$ cat src/hw/rtl/rtcr_pkg.sv
// Shared types, constants and decode helpers for the three-wire RTC time reader.
`default_nettype none

package rtcr_pkg;

  // Transaction modes
  localparam logic [1:0] ModeWrite    = 2'd0;
  localparam logic [1:0] ModeRead     = 2'd1;
  localparam logic [1:0] ModeReadTime = 2'd2;
  localparam logic [1:0] ModeUnused   = 2'd3;

  // Serial frame layout
  localparam logic [4:0] GapPosition  = 5'd16;
  localparam logic [4:0] LastBitPos   = 5'd15;
  localparam logic [4:0] DataBitPos   = 5'd8;
  localparam logic [7:0] TimeBaseCmd  = 8'h81;
  localparam logic [2:0] LastTimeIdx  = 3'd6;
  localparam logic [7:0] HalfPeriodRst = 8'd2;

  // Time register slots in read-time order
  localparam logic [2:0] IdxSecond = 3'd0;
  localparam logic [2:0] IdxMinute = 3'd1;
  localparam logic [2:0] IdxHour   = 3'd2;
  localparam logic [2:0] IdxDay    = 3'd3;
  localparam logic [2:0] IdxMonth  = 3'd4;
  localparam logic [2:0] IdxYear   = 3'd6;

  // Decode limits (value must be below)
  localparam logic [7:0] LimSecond = 8'd60;
  localparam logic [7:0] LimMinute = 8'd60;
  localparam logic [7:0] LimHour   = 8'd24;
  localparam logic [7:0] LimDay    = 8'd32;
  localparam logic [7:0] LimMonth  = 8'd13;
  localparam logic [7:0] LimYear   = 8'd100;

  // Widths of the stream words
  localparam int unsigned InDataW  = 24;
  localparam int unsigned OutDataW = 48;

  // One result item, last field in the lowest bits
  typedef struct packed {
    logic [5:0] second;
    logic [5:0] minute;
    logic [4:0] hour;
    logic [4:0] day;
    logic [3:0] month;
    logic [6:0] year;
    logic [7:0] read_data;
    logic       busy_res;
    logic       io_drive;
    logic       io_out;
    logic       serial_clock;
    logic       chip_enable;
  } rtcr_result_t;

  // Two BCD digits to binary, max 165
  function automatic logic [7:0] bcd_value(input logic [7:0] b);
    logic [7:0] tens;
    tens = {4'd0, b[7:4]};
    return (tens << 3) + (tens << 1) + {4'd0, b[3:0]};
  endfunction

endpackage

`default_nettype wire

$ cat src/hw/rtl/rtcr_step.sv
// Serial transfer sequencer: advances the line state once per accepted tick item.
`default_nettype none

module rtcr_step
  import rtcr_pkg::*;
(
  input  wire logic         clk_i,
  input  wire logic         rst_ni,
  input  wire logic         step_i,
  input  wire logic         start_req_i,
  input  wire logic [1:0]   mode_i,
  input  wire logic [7:0]   reg_address_i,
  input  wire logic [7:0]   write_data_i,
  input  wire logic         io_in_i,
  input  wire logic [7:0]   half_period_i,
  output rtcr_result_t      result_o
);

  logic [7:0] tick_div_q, tick_div_d;
  logic [4:0] bit_pos_q, bit_pos_d;
  logic [7:0] shift_q, shift_d;
  logic [2:0] reg_idx_q, reg_idx_d;
  logic [1:0] mode_q, mode_d;
  logic       busy_q, busy_d;
  logic       clk_lvl_q, clk_lvl_d;
  logic       en_q, en_d;
  logic [7:0] rx_q, rx_d;
  logic [7:0] latch_q, latch_d;
  logic [6:0] year_q, year_d;
  logic [3:0] month_q, month_d;
  logic [4:0] day_q, day_d;
  logic [4:0] hour_q, hour_d;
  logic [5:0] minute_q, minute_d;
  logic [5:0] second_q, second_d;

  logic [7:0] half;
  logic [8:0] tick_inc;
  logic [4:0] pos_inc;
  logic [7:0] bcd;
  logic       drive;

  assign half     = (half_period_i == 8'd0) ? 8'd1 : half_period_i;
  assign tick_inc = {1'b0, tick_div_q} + 9'd1;
  assign pos_inc  = bit_pos_q + 5'd1;
  assign bcd      = bcd_value(shift_q);

  // Next state for one tick
  always_comb begin
    tick_div_d = tick_div_q;
    bit_pos_d  = bit_pos_q;
    shift_d    = shift_q;
    reg_idx_d  = reg_idx_q;
    mode_d     = mode_q;
    busy_d     = busy_q;
    clk_lvl_d  = clk_lvl_q;
    en_d       = en_q;
    rx_d       = rx_q;
    latch_d    = latch_q;
    year_d     = year_q;
    month_d    = month_q;
    day_d      = day_q;
    hour_d     = hour_q;
    minute_d   = minute_q;
    second_d   = second_q;

    if (!busy_q) begin
      // Launch a transaction; mode 3 is dropped
      if (start_req_i && mode_i != ModeUnused) begin
        mode_d     = mode_i;
        busy_d     = 1'b1;
        en_d       = 1'b1;
        clk_lvl_d  = 1'b0;
        bit_pos_d  = 5'd0;
        tick_div_d = 8'd0;
        reg_idx_d  = 3'd0;
        latch_d    = write_data_i;
        shift_d    = (mode_i == ModeReadTime) ? TimeBaseCmd : reg_address_i;
      end
    end else if (tick_inc >= {1'b0, half}) begin
      tick_div_d = 8'd0;
      if (bit_pos_q == GapPosition) begin
        // Gap over: begin next time register read
        en_d      = 1'b1;
        bit_pos_d = 5'd0;
        clk_lvl_d = 1'b0;
        shift_d   = TimeBaseCmd + {4'd0, reg_idx_q, 1'b0};
      end else if (!clk_lvl_q) begin
        // End of low half: sample read bits, raise clock
        if (bit_pos_q >= DataBitPos && mode_q != ModeWrite) begin
          shift_d = {io_in_i, shift_q[7:1]};
        end
        clk_lvl_d = 1'b1;
      end else if (bit_pos_q < LastBitPos) begin
        // End of high half: advance to next bit
        bit_pos_d = pos_inc;
        clk_lvl_d = 1'b0;
        if (pos_inc == DataBitPos) begin
          shift_d = (mode_q == ModeWrite) ? latch_q : 8'd0;
        end else if (pos_inc < DataBitPos || mode_q == ModeWrite) begin
          shift_d = {1'b0, shift_q[7:1]};
        end
      end else begin
        // Transfer complete
        clk_lvl_d = 1'b0;
        en_d      = 1'b0;
        if (mode_q == ModeReadTime) begin
          case (reg_idx_q)
            IdxSecond: if (bcd < LimSecond) second_d = bcd[5:0];
            IdxMinute: if (bcd < LimMinute) minute_d = bcd[5:0];
            IdxHour:   if (bcd < LimHour)   hour_d   = bcd[4:0];
            IdxDay:    if (bcd < LimDay)    day_d    = bcd[4:0];
            IdxMonth:  if (bcd < LimMonth)  month_d  = bcd[3:0];
            IdxYear:   if (bcd < LimYear)   year_d   = bcd[6:0];
            default: ;
          endcase
          if (reg_idx_q >= LastTimeIdx) begin
            busy_d    = 1'b0;
            bit_pos_d = 5'd0;
          end else begin
            reg_idx_d = reg_idx_q + 3'd1;
            bit_pos_d = GapPosition;
          end
        end else begin
          if (mode_q == ModeRead) rx_d = shift_q;
          busy_d    = 1'b0;
          bit_pos_d = 5'd0;
        end
      end
    end else begin
      tick_div_d = tick_inc[7:0];
    end
  end

  // Hold state; advance on each accepted tick item
  always_ff @(posedge clk_i or negedge rst_ni) begin
    if (!rst_ni) begin
      tick_div_q <= '0;
      bit_pos_q  <= '0;
      shift_q    <= '0;
      reg_idx_q  <= '0;
      mode_q     <= '0;
      busy_q     <= 1'b0;
      clk_lvl_q  <= 1'b0;
      en_q       <= 1'b0;
      rx_q       <= '0;
      latch_q    <= '0;
      year_q     <= '0;
      month_q    <= '0;
      day_q      <= '0;
      hour_q     <= '0;
      minute_q   <= '0;
      second_q   <= '0;
    end else if (step_i) begin
      tick_div_q <= tick_div_d;
      bit_pos_q  <= bit_pos_d;
      shift_q    <= shift_d;
      reg_idx_q  <= reg_idx_d;
      mode_q     <= mode_d;
      busy_q     <= busy_d;
      clk_lvl_q  <= clk_lvl_d;
      en_q       <= en_d;
      rx_q       <= rx_d;
      latch_q    <= latch_d;
      year_q     <= year_d;
      month_q    <= month_d;
      day_q      <= day_d;
      hour_q     <= hour_d;
      minute_q   <= minute_d;
      second_q   <= second_d;
    end
  end

  // Result item reflects the state after this tick
  assign drive = busy_d && (bit_pos_d < GapPosition) &&
                 ((bit_pos_d < DataBitPos) || (mode_d == ModeWrite));

  always_comb begin
    result_o.chip_enable  = en_d;
    result_o.serial_clock = clk_lvl_d;
    result_o.io_out       = drive & shift_d[0];
    result_o.io_drive     = drive;
    result_o.busy_res     = busy_d;
    result_o.read_data    = rx_d;
    result_o.year         = year_d;
    result_o.month        = month_d;
    result_o.day          = day_d;
    result_o.hour         = hour_d;
    result_o.minute       = minute_d;
    result_o.second       = second_d;
  end

  // Idle lines sit low
  assert property (@(posedge clk_i) disable iff (!rst_ni)
    !busy_q |-> (!en_q && !clk_lvl_q))
    else $error("rtcr_step: lines active while idle");

  // Inter-read gap only inside a busy time read, chip enable low
  assert property (@(posedge clk_i) disable iff (!rst_ni)
    (bit_pos_q == GapPosition) |-> (busy_q && !en_q && mode_q == ModeReadTime))
    else $error("rtcr_step: bad gap state");

  // Bit position never passes the gap slot
  assert property (@(posedge clk_i) disable iff (!rst_ni)
    bit_pos_q <= GapPosition)
    else $error("rtcr_step: bit position out of range");

endmodule

`default_nettype wire

$ cat src/hw/rtl/rtcr_obuf.sv
// Two-entry output buffer: result register plus skid stage.
`default_nettype none

module rtcr_obuf
  import rtcr_pkg::*;
(
  input  wire logic         clk_i,
  input  wire logic         rst_ni,
  input  wire logic         push_i,
  input  wire rtcr_result_t push_data_i,
  output logic              ready_o,
  output logic              valid_o,
  input  wire logic         pop_ready_i,
  output rtcr_result_t      data_o
);

  logic         main_valid_q, main_valid_d;
  logic         skid_valid_q, skid_valid_d;
  rtcr_result_t main_q, main_d;
  rtcr_result_t skid_q, skid_d;
  logic         pop;

  assign pop     = main_valid_q && pop_ready_i;
  assign ready_o = !skid_valid_q;
  assign valid_o = main_valid_q;
  assign data_o  = main_q;

  // Route pushed item to the result register or the skid stage
  always_comb begin
    main_valid_d = main_valid_q;
    skid_valid_d = skid_valid_q;
    main_d       = main_q;
    skid_d       = skid_q;
    if (skid_valid_q) begin
      if (pop) begin
        main_d       = skid_q;
        skid_valid_d = 1'b0;
      end
    end else if (push_i) begin
      if (!main_valid_q || pop) begin
        main_d       = push_data_i;
        main_valid_d = 1'b1;
      end else begin
        skid_d       = push_data_i;
        skid_valid_d = 1'b1;
      end
    end else if (pop) begin
      main_valid_d = 1'b0;
    end
  end

  always_ff @(posedge clk_i or negedge rst_ni) begin
    if (!rst_ni) begin
      main_valid_q <= 1'b0;
      skid_valid_q <= 1'b0;
    end else begin
      main_valid_q <= main_valid_d;
      skid_valid_q <= skid_valid_d;
    end
  end

  always_ff @(posedge clk_i) begin
    main_q <= main_d;
    skid_q <= skid_d;
  end

  // Skid stage only fills behind a waiting result
  assert property (@(posedge clk_i) disable iff (!rst_ni)
    skid_valid_q |-> main_valid_q)
    else $error("rtcr_obuf: skid full with empty result register");

  // A stalled result with a full skid keeps its value
  assert property (@(posedge clk_i) disable iff (!rst_ni)
    (skid_valid_q && !pop_ready_i) |=> ($stable(main_q) && skid_valid_q))
    else $error("rtcr_obuf: stalled result changed");

endmodule

`default_nettype wire

$ cat src/hw/rtl/rtc_three_wire_time_reader_unit.sv
// Top level of the three-wire RTC master with BCD time readout.
// Usage:
//   Each item on the s_axis channel is one timing tick carrying the start
//   request, mode, command byte, write byte and the sampled data pin. Each
//   accepted item yields exactly one item on m_axis: line levels (chip
//   enable, serial clock, data out and drive enable), busy flag, last read
//   byte and the held year, month, day, hour, minute and second.
//   The serial clock holds each level for half_period_ticks items (0 acts
//   as 1); the user must write it via cfg_we_i / cfg_wdata_i while idle (unchecked).
// Throughput:
//   One item per cycle while s_axis_tready_o is high. The sequencer result is
//   formed in the accepting cycle and registered into the result register or skid.
// Reset:
//   All lines low, idle, held time values zero, half period 2.
// Stall:
//   A two-entry output buffer keeps accepting while one result waits;
//   s_axis_tready_o drops only when both entries are full.
`default_nettype none

module rtc_three_wire_time_reader_unit
  import rtcr_pkg::*;
(
  input  wire logic                clk_i,
  input  wire logic                rst_ni,
  input  wire logic                cfg_we_i,
  input  wire logic [7:0]          cfg_wdata_i,
  input  wire logic                s_axis_tvalid_i,
  output logic                     s_axis_tready_o,
  // start_req[0], mode[2:1], reg_address[10:3], write_data[18:11], io_in[19]
  input  wire logic [InDataW-1:0]  s_axis_tdata_i,
  output logic                     m_axis_tvalid_o,
  input  wire logic                m_axis_tready_i,
  // chip_enable[0], serial_clock[1], io_out[2], io_drive[3], busy_res[4],
  // read_data[12:5], year[19:13], month[23:20], day[28:24], hour[33:29],
  // minute[39:34], second[45:40]
  output logic [OutDataW-1:0]      m_axis_tdata_o
);

  logic [7:0]   half_period_q;
  logic         step;
  rtcr_result_t step_result;
  rtcr_result_t out_result;

  // Half period register
  always_ff @(posedge clk_i or negedge rst_ni) begin
    if (!rst_ni) begin
      half_period_q <= HalfPeriodRst;
    end else if (cfg_we_i) begin
      half_period_q <= cfg_wdata_i;
    end
  end

  assign step = s_axis_tvalid_i && s_axis_tready_o;

  rtcr_step u_step (
    .clk_i         (clk_i),
    .rst_ni        (rst_ni),
    .step_i        (step),
    .start_req_i   (s_axis_tdata_i[0]),
    .mode_i        (s_axis_tdata_i[2:1]),
    .reg_address_i (s_axis_tdata_i[10:3]),
    .write_data_i  (s_axis_tdata_i[18:11]),
    .io_in_i       (s_axis_tdata_i[19]),
    .half_period_i (half_period_q),
    .result_o      (step_result)
  );

  rtcr_obuf u_obuf (
    .clk_i       (clk_i),
    .rst_ni      (rst_ni),
    .push_i      (step),
    .push_data_i (step_result),
    .ready_o     (s_axis_tready_o),
    .valid_o     (m_axis_tvalid_o),
    .pop_ready_i (m_axis_tready_i),
    .data_o      (out_result)
  );

  assign m_axis_tdata_o = {{(OutDataW - $bits(rtcr_result_t)){1'b0}}, out_result};

endmodule

`default_nettype wire
$ cat config.mk
export PLATFORM = sky130hd
export DESIGN_NAME = rtc_three_wire_time_reader_unit
export DESIGN_NICKNAME = d
export VERILOG_FILES = /design/src/hw/rtl/rtcr_pkg.sv /design/src/hw/rtl/rtcr_step.sv /design/src/hw/rtl/rtcr_obuf.sv /design/src/hw/rtl/rtc_three_wire_time_reader_unit.sv
export SDC_FILE = /design/constraint.sdc
export NUM_CORES = 1
export LEC_CHECK = 0
export BUFFER_PORTS_ARGS = -buffer_cell sky130_fd_sc_hd__buf_2
export CAP_MARGIN = 25
export CORE_MARGIN = 8
export CORE_UTILIZATION = 40
export CTS_BUF_LIST = sky130_fd_sc_hd__clkbuf_4 sky130_fd_sc_hd__clkbuf_8
export DETAILED_ROUTE_END_ITERATION = 16
export PLACE_DENSITY = 0.63
export SYNTH_ARGS = -nofsm -noshare
export SYNTH_HDL_FRONTEND = slang
export SYNTH_HIERARCHICAL = 1
export SYNTH_SLANG_ARGS = --single-unit
export TNS_END_PERCENT = 10
$ cat constraint.sdc
create_clock -name clk_i -period 3.43 [get_ports clk_i]
set_clock_uncertainty 0.1 [all_clocks]
set_input_delay 0 -clock clk_i [delete_from_list [all_inputs] [get_ports clk_i]]
set_output_delay 0 -clock clk_i [all_outputs]
set_load 0.02 [all_outputs]
-- Word-level counts from Yosys, hierarchy flattened
Index checks and enable logic that the tools add are counted.
- add/subtract/negate cells: 6
- multiply operators: 0
- div/mod/pow operators: 0
- order comparisons: 12
- eq/ne operators: 22
- shift-type cells: 0
- muxes and demuxes: 118
- bitwise operators: 4
- reductions and logical operators: 27
- operator list (kind ; count):
    2-to-1 mux 46 bit ; 4
    2-to-1 mux 8 bit ; 22
    2-to-1 mux 5 bit ; 24
    2-to-1 mux 6 bit ; 16
    2-to-1 mux 7 bit ; 8
    2-to-1 mux 4 bit ; 8
    2-to-1 mux 1 bit ; 26
    2-to-1 mux 3 bit ; 8
    < comparator 8 x 6 -> 1 bit (second input constant) ; 2
    != test 2 bit (second input constant) ; 8
    < comparator 5 x 4 -> 1 bit (second input constant) ; 3
    AND reduction 3 bit ; 4
    nonzero test 2 bit ; 5
    adder 8 x 1 -> 9 bit (second input constant) ; 1
    >= comparator 9 x 8 -> 1 bit ; 1
    adder 7 x 5 -> 8 bit ; 1
    adder 8 x 4 -> 8 bit ; 1
    adder 8 x 4 -> 8 bit (first input constant) ; 1
    logical NOT 8 bit ; 1
    < comparator 8 x 4 -> 1 bit (second input constant) ; 1
    < comparator 8 x 5 -> 1 bit (second input constant) ; 1
    < comparator 8 x 7 -> 1 bit (second input constant) ; 1
    != test 4 bit (second input constant) ; 2
    AND reduction 8 bit ; 1
    other kinds (24) ; 39
- bits in registers: 180
- latch bits: 0
- RAM bits: 0
- memory bits (read-only): 0
- bits of input ports: 37
- output and inout bits: 50
- logic and storage cells: 233
- memories: 0

-- Depth between registers and ports, before layout
- depth in word-level cells: 15
- gate-level depth with buffers: 14
- gate-level depth less buffers: 13

-- Cells and area by module
Netlist, hierarchy kept.
- by module, submodules not included (module ; times used ; cells an instance ; area an instance (um^2) ; seq. area each (um^2)):
    rtcr_step ; 1 ; 515 ; 5252.5 ; 1951.9
    rtcr_obuf ; 1 ; 155 ; 3664.8 ; 2812.7
    rtc_three_wire_time_reader_unit ; 1 ; 21 ; 357.8 ; 201.4

-- Worst setup path before layout
Ideal clock, no wire load.
- kind: reg-to-reg
- start point: register u_step.shift_q[3]
- end point: register u_obuf.main_q, in the netlist u_obuf/data_o[13] (data pin)
- setup time: 260 ps
- arrival time: 3222 ps
- required time: 3070 ps
- setup slack: -153 ps
- cell stages (with the launch flop): 13
- path buffers: 1
- period minus slack after synthesis: 3583 ps
- cells stage by stage: dfrtp_1 inv_1 fa_1 inv_1 ha_1 a21o_1 a21oi_1 xor2_1 nor4_1 or4_1 buf_4 mux2_4 mux2_4
- RTL lines (what ; line ; source):
    start, declared ; rtcr_step.sv:21 ; logic [7:0] shift_q, shift_d;
    start signal, assigned ; rtcr_step.sv:156 ; shift_q <= shift_d;
    end signal, assigned ; rtcr_obuf.sv:63 ; main_q <= main_d;
    end, declared ; rtcr_obuf.sv:19 ; rtcr_result_t main_q, main_d;

==> run metrics <==
status complete, but fails checks; violated checks setup timing; H-tree depth 4; Slew Viols, Final 0; Placeable Area 0.0227 mm²; Psw 2860 µW; RSZ-0062 raised after global routing yes; vias in the first global route 6098; fraction of layout cells with a size suffix above 1 41.9%; Post-DP Area 0.0103 mm²; die span in x 168 µm; GPL Wtd Cong 0.869; synthesized cell area 0.00928 mm²; Post-Route WL 19700 µm; clock sinks 180; asr flop ratio synth 48.9%; nets@finish 924; CTS Root Cell clkbuf_8; clk buf depth 2; Die ar. 0.0283 mm²; pwr/cell area 681 mW/mm²; Comb pwr share 41.9%; All-Layer GR Usage 14.1%; CP top delay family simple AND/OR/NAND/NOR gates; DRT Pass-1 Iters 4; grt ovf 0; ANT cells 0; crit path kind register to register; Period minus WS final 3560 ps; CP peak stage delay 640 ps; Arr. time, crit path 3670 ps; CP most frequent cell mux2_4; sequential share of power 39.5%; Crit-path slowest cell or4_4; Area contributors post-synth edfxtp_1 (30%), dfrtp_1 (23%), mux2_4 (9.6%); Sw Ratio 37.3%; HP Class primary input to register; Final Util 49.6%; P_leak 0.00494 µW; Vias/cell 5.17; number of flops mapped to enable cells by yosys 92; Design Area, Final 0.0113 mm²; Yosys warning count 6; Cells after Synth 691; initial antenna violation count 0; CTS clk-pin slew, worst paths 90 ps; Finish-stage setup viols 12; DR WL/cell 17.0 µm; Synth Flop Type edfxtp_1; Worst VDD drop 318 µV; area leader, netlist edfxtp_1; DRC Markers 0; MaxCap Viol Count 0; hpwl dp 13800 µm; First DRT Iteration DRCs 378; Synth Area per Inst 13.4 µm²; crit-path max FO 7; first-pass GRT wire length 31800 µm; startpoint types register; sequential area share after synthesis 53.5%; Port Buffers 80; Final WS setup -131 ps; Data required, critical path 3540 ps; post-placement cell count 1083; Fmax achieved 281 MHz; CTS buffer count 17; worst path buffer plus inverter count 0; Worst setup EP type register; die height 168 µm; clock latency on the worst-skew pair 460 ps; post-route ant nets 0; clock power share 18.6%; final hold violation count 0; initial core utilization 40.8%; Final period util 104%; critical-path cell list ha_2, nand3_4, nor2_4, xor2_1, ha_1, nand4_1, nor2_2, o31ai_4, a21oi_4, nand2_1, or4_4, mux2_4, mux2_4; Internal Power 4820 µW; Vias 5992; Distinct cells, synth 82; Relative slew margins 59.4%; I/O pin cnt 87; dpl ws -187 ps; post-synth top area share 29.8%; number of synthesized register bits 180; non-filler cells, final 1159; Layout area overhead 21.5%; CTS tree built; pin count of the biggest net entering global routing 47; Rows 55; Slew @ Worst Pin 608 ps
[timing repair]
action / CTS / global route
setup endpoints to repair: 40 / 72
gates resized for setup: 15 / 28
hold buffers: 40 / 0
hold endpoints to repair: 80 / 0
setup buffers: 4 / 2
pin swaps: 7 / 21
[cell usage after synthesis, drive strengths merged, types with 4 or more instances]
cell	count
nand2	37
nand3	19
edfxtp	92
o21ai	20
mux2	137
and2	7
ha	24
and3	4
xor2	4
nand4	5
xnor2	6
dfrtp	87
o211ai	5
nor2b	5
a211oi	5
nor3	4
nor3b	4
a221oi	7
mux2i	20
clkbuf	23
nand2b	5
inv	33
a31oi	5
buf	19
o22ai	5
a21o	5
nor2	26
a21oi	21
o31ai	6
[worst register-to-register path, stage by stage (launching register included)]
cell,delay (ps)
dfrtp_1,410
ha_2,210
nand3_4,110
nor2_4,40
xor2_1,140
ha_1,340
nand4_1,130
nor2_2,140
o31ai_4,120
a21oi_4,250
nand2_1,80
or4_4,640
mux2_4,340
mux2_4,260
[registers in the layout, indices dropped and copies added, names as in the netlist, 7 cells and up]
signal / flops
u_step/year_q: 7
half_period_q: 8
u_step/tick_div_q: 8
u_obuf/skid_q: 46
u_step/latch_q: 8
u_obuf/data_o: 46
u_step/shift_q: 8
u_step/rx_q: 8
[through the flow]
step | hold WS (ps) | setup TNS (ps) | total power (µW)
floorplan | -396 | -890 | 5150
global placement | -40.8 | -1990 | 6160
detailed placement | -36.5 | -3670 | 6190
CTS | 15.6 | -2320 | 7700
global route | 37.3 | -4180 | 8180
finish | 56.8 | -840 | 7680
[cells by family after synthesis]
logic type | after synthesis | synth area share, %
adders and majority gates | 27 | 3.78
AOI/OAI and AO/OA | 103 | 7.95
DFF | 180 | 53.5
other | 1 | 0.0404
buffers and inverters | 76 | 4.45
muxes | 157 | 21.2
xor gates and xnor gates | 10 | 0.944
and+or+nand+nor | 137 | 8.12
[power by group through the flow]
stage	combinational [µW]	clock [µW]	sequential, µW
floorplan	1820	0	3330
global placement	3080	0	3080
detailed placement	3110	0	3080
CTS	3180	1490	3030
global route	3510	1580	3080
finish	3220	1430	3030
[per-layer routing]
| metal | up-vias | GRT usage, % | part of all wire (%) |
|---|---|---|---|
| li1 | 2905 | - | - |
| met1 | 2939 | 18.1 | 47 |
| met2 | 131 | 23.3 | 48 |
| met3 | 17 | 3.27 | 4.2 |
| met4 | 0 | 4.43 | 1.2 |
| met5 | - | 0 | 0 |
[final timing paths]
kind,slack (ps),start,cells past startpoint,endpoint
min,60,s_axis_tdata_i[0],3,u_obuf/skid_q[2]
max,-130,u_step/tick_div_q[1],13,u_obuf/data_o[15]
min reg2reg,410,u_step/hour_q[1],1,u_step/hour_q[1]
max in group asynchronous,2210,rst_ni,4,u_step/rx_q[7]
max reg2reg,-130,u_step/tick_div_q[1],13,u_obuf/data_o[15]
min in group asynchronous,420,rst_ni,3,u_step/year_q[6]
[layout make-up]
class	count	area (µm²)
Multi-Input combinational cell	436	4050
Clock inverter	14	151
Inverter	34	128
Fill cell	2023	11400
Timing Repair Buffer	192	1380
Tap cell	285	357
Sequential cell	180	4970
Clock buffer	18	241
[layout by cell type (no fill, tap or decap), drive strengths merged, types with 5 or more instances in the layout]
| cell type | Yosys | routed |
|---|---|---|
| a211oi | 5 | 5 |
| a21o | 5 | 5 |
| a21oi | 21 | 21 |
| a221oi | 7 | 7 |
| a31oi | 5 | 5 |
| and2 | 7 | 7 |
| buf | 19 | 153 |
| clkbuf | 23 | 18 |
| clkinv | 1 | 6 |
| dfrtp | 87 | 87 |
| dlygate4sd3 | 0 | 39 |
| edfxtp | 92 | 92 |
| ha | 24 | 24 |
| inv | 33 | 38 |
| mux2 | 137 | 137 |
| mux2i | 20 | 20 |
| nand2 | 37 | 37 |
| nand2b | 5 | 5 |
| nand3 | 19 | 19 |
| nand4 | 5 | 5 |
| nor2 | 26 | 26 |
| nor2b | 5 | 5 |
| o211ai | 5 | 5 |
| o21ai | 20 | 20 |
| o22ai | 5 | 5 |
| o31ai | 6 | 6 |
| xnor2 | 6 | 6 |
Power figures use the tool's default switching activity.
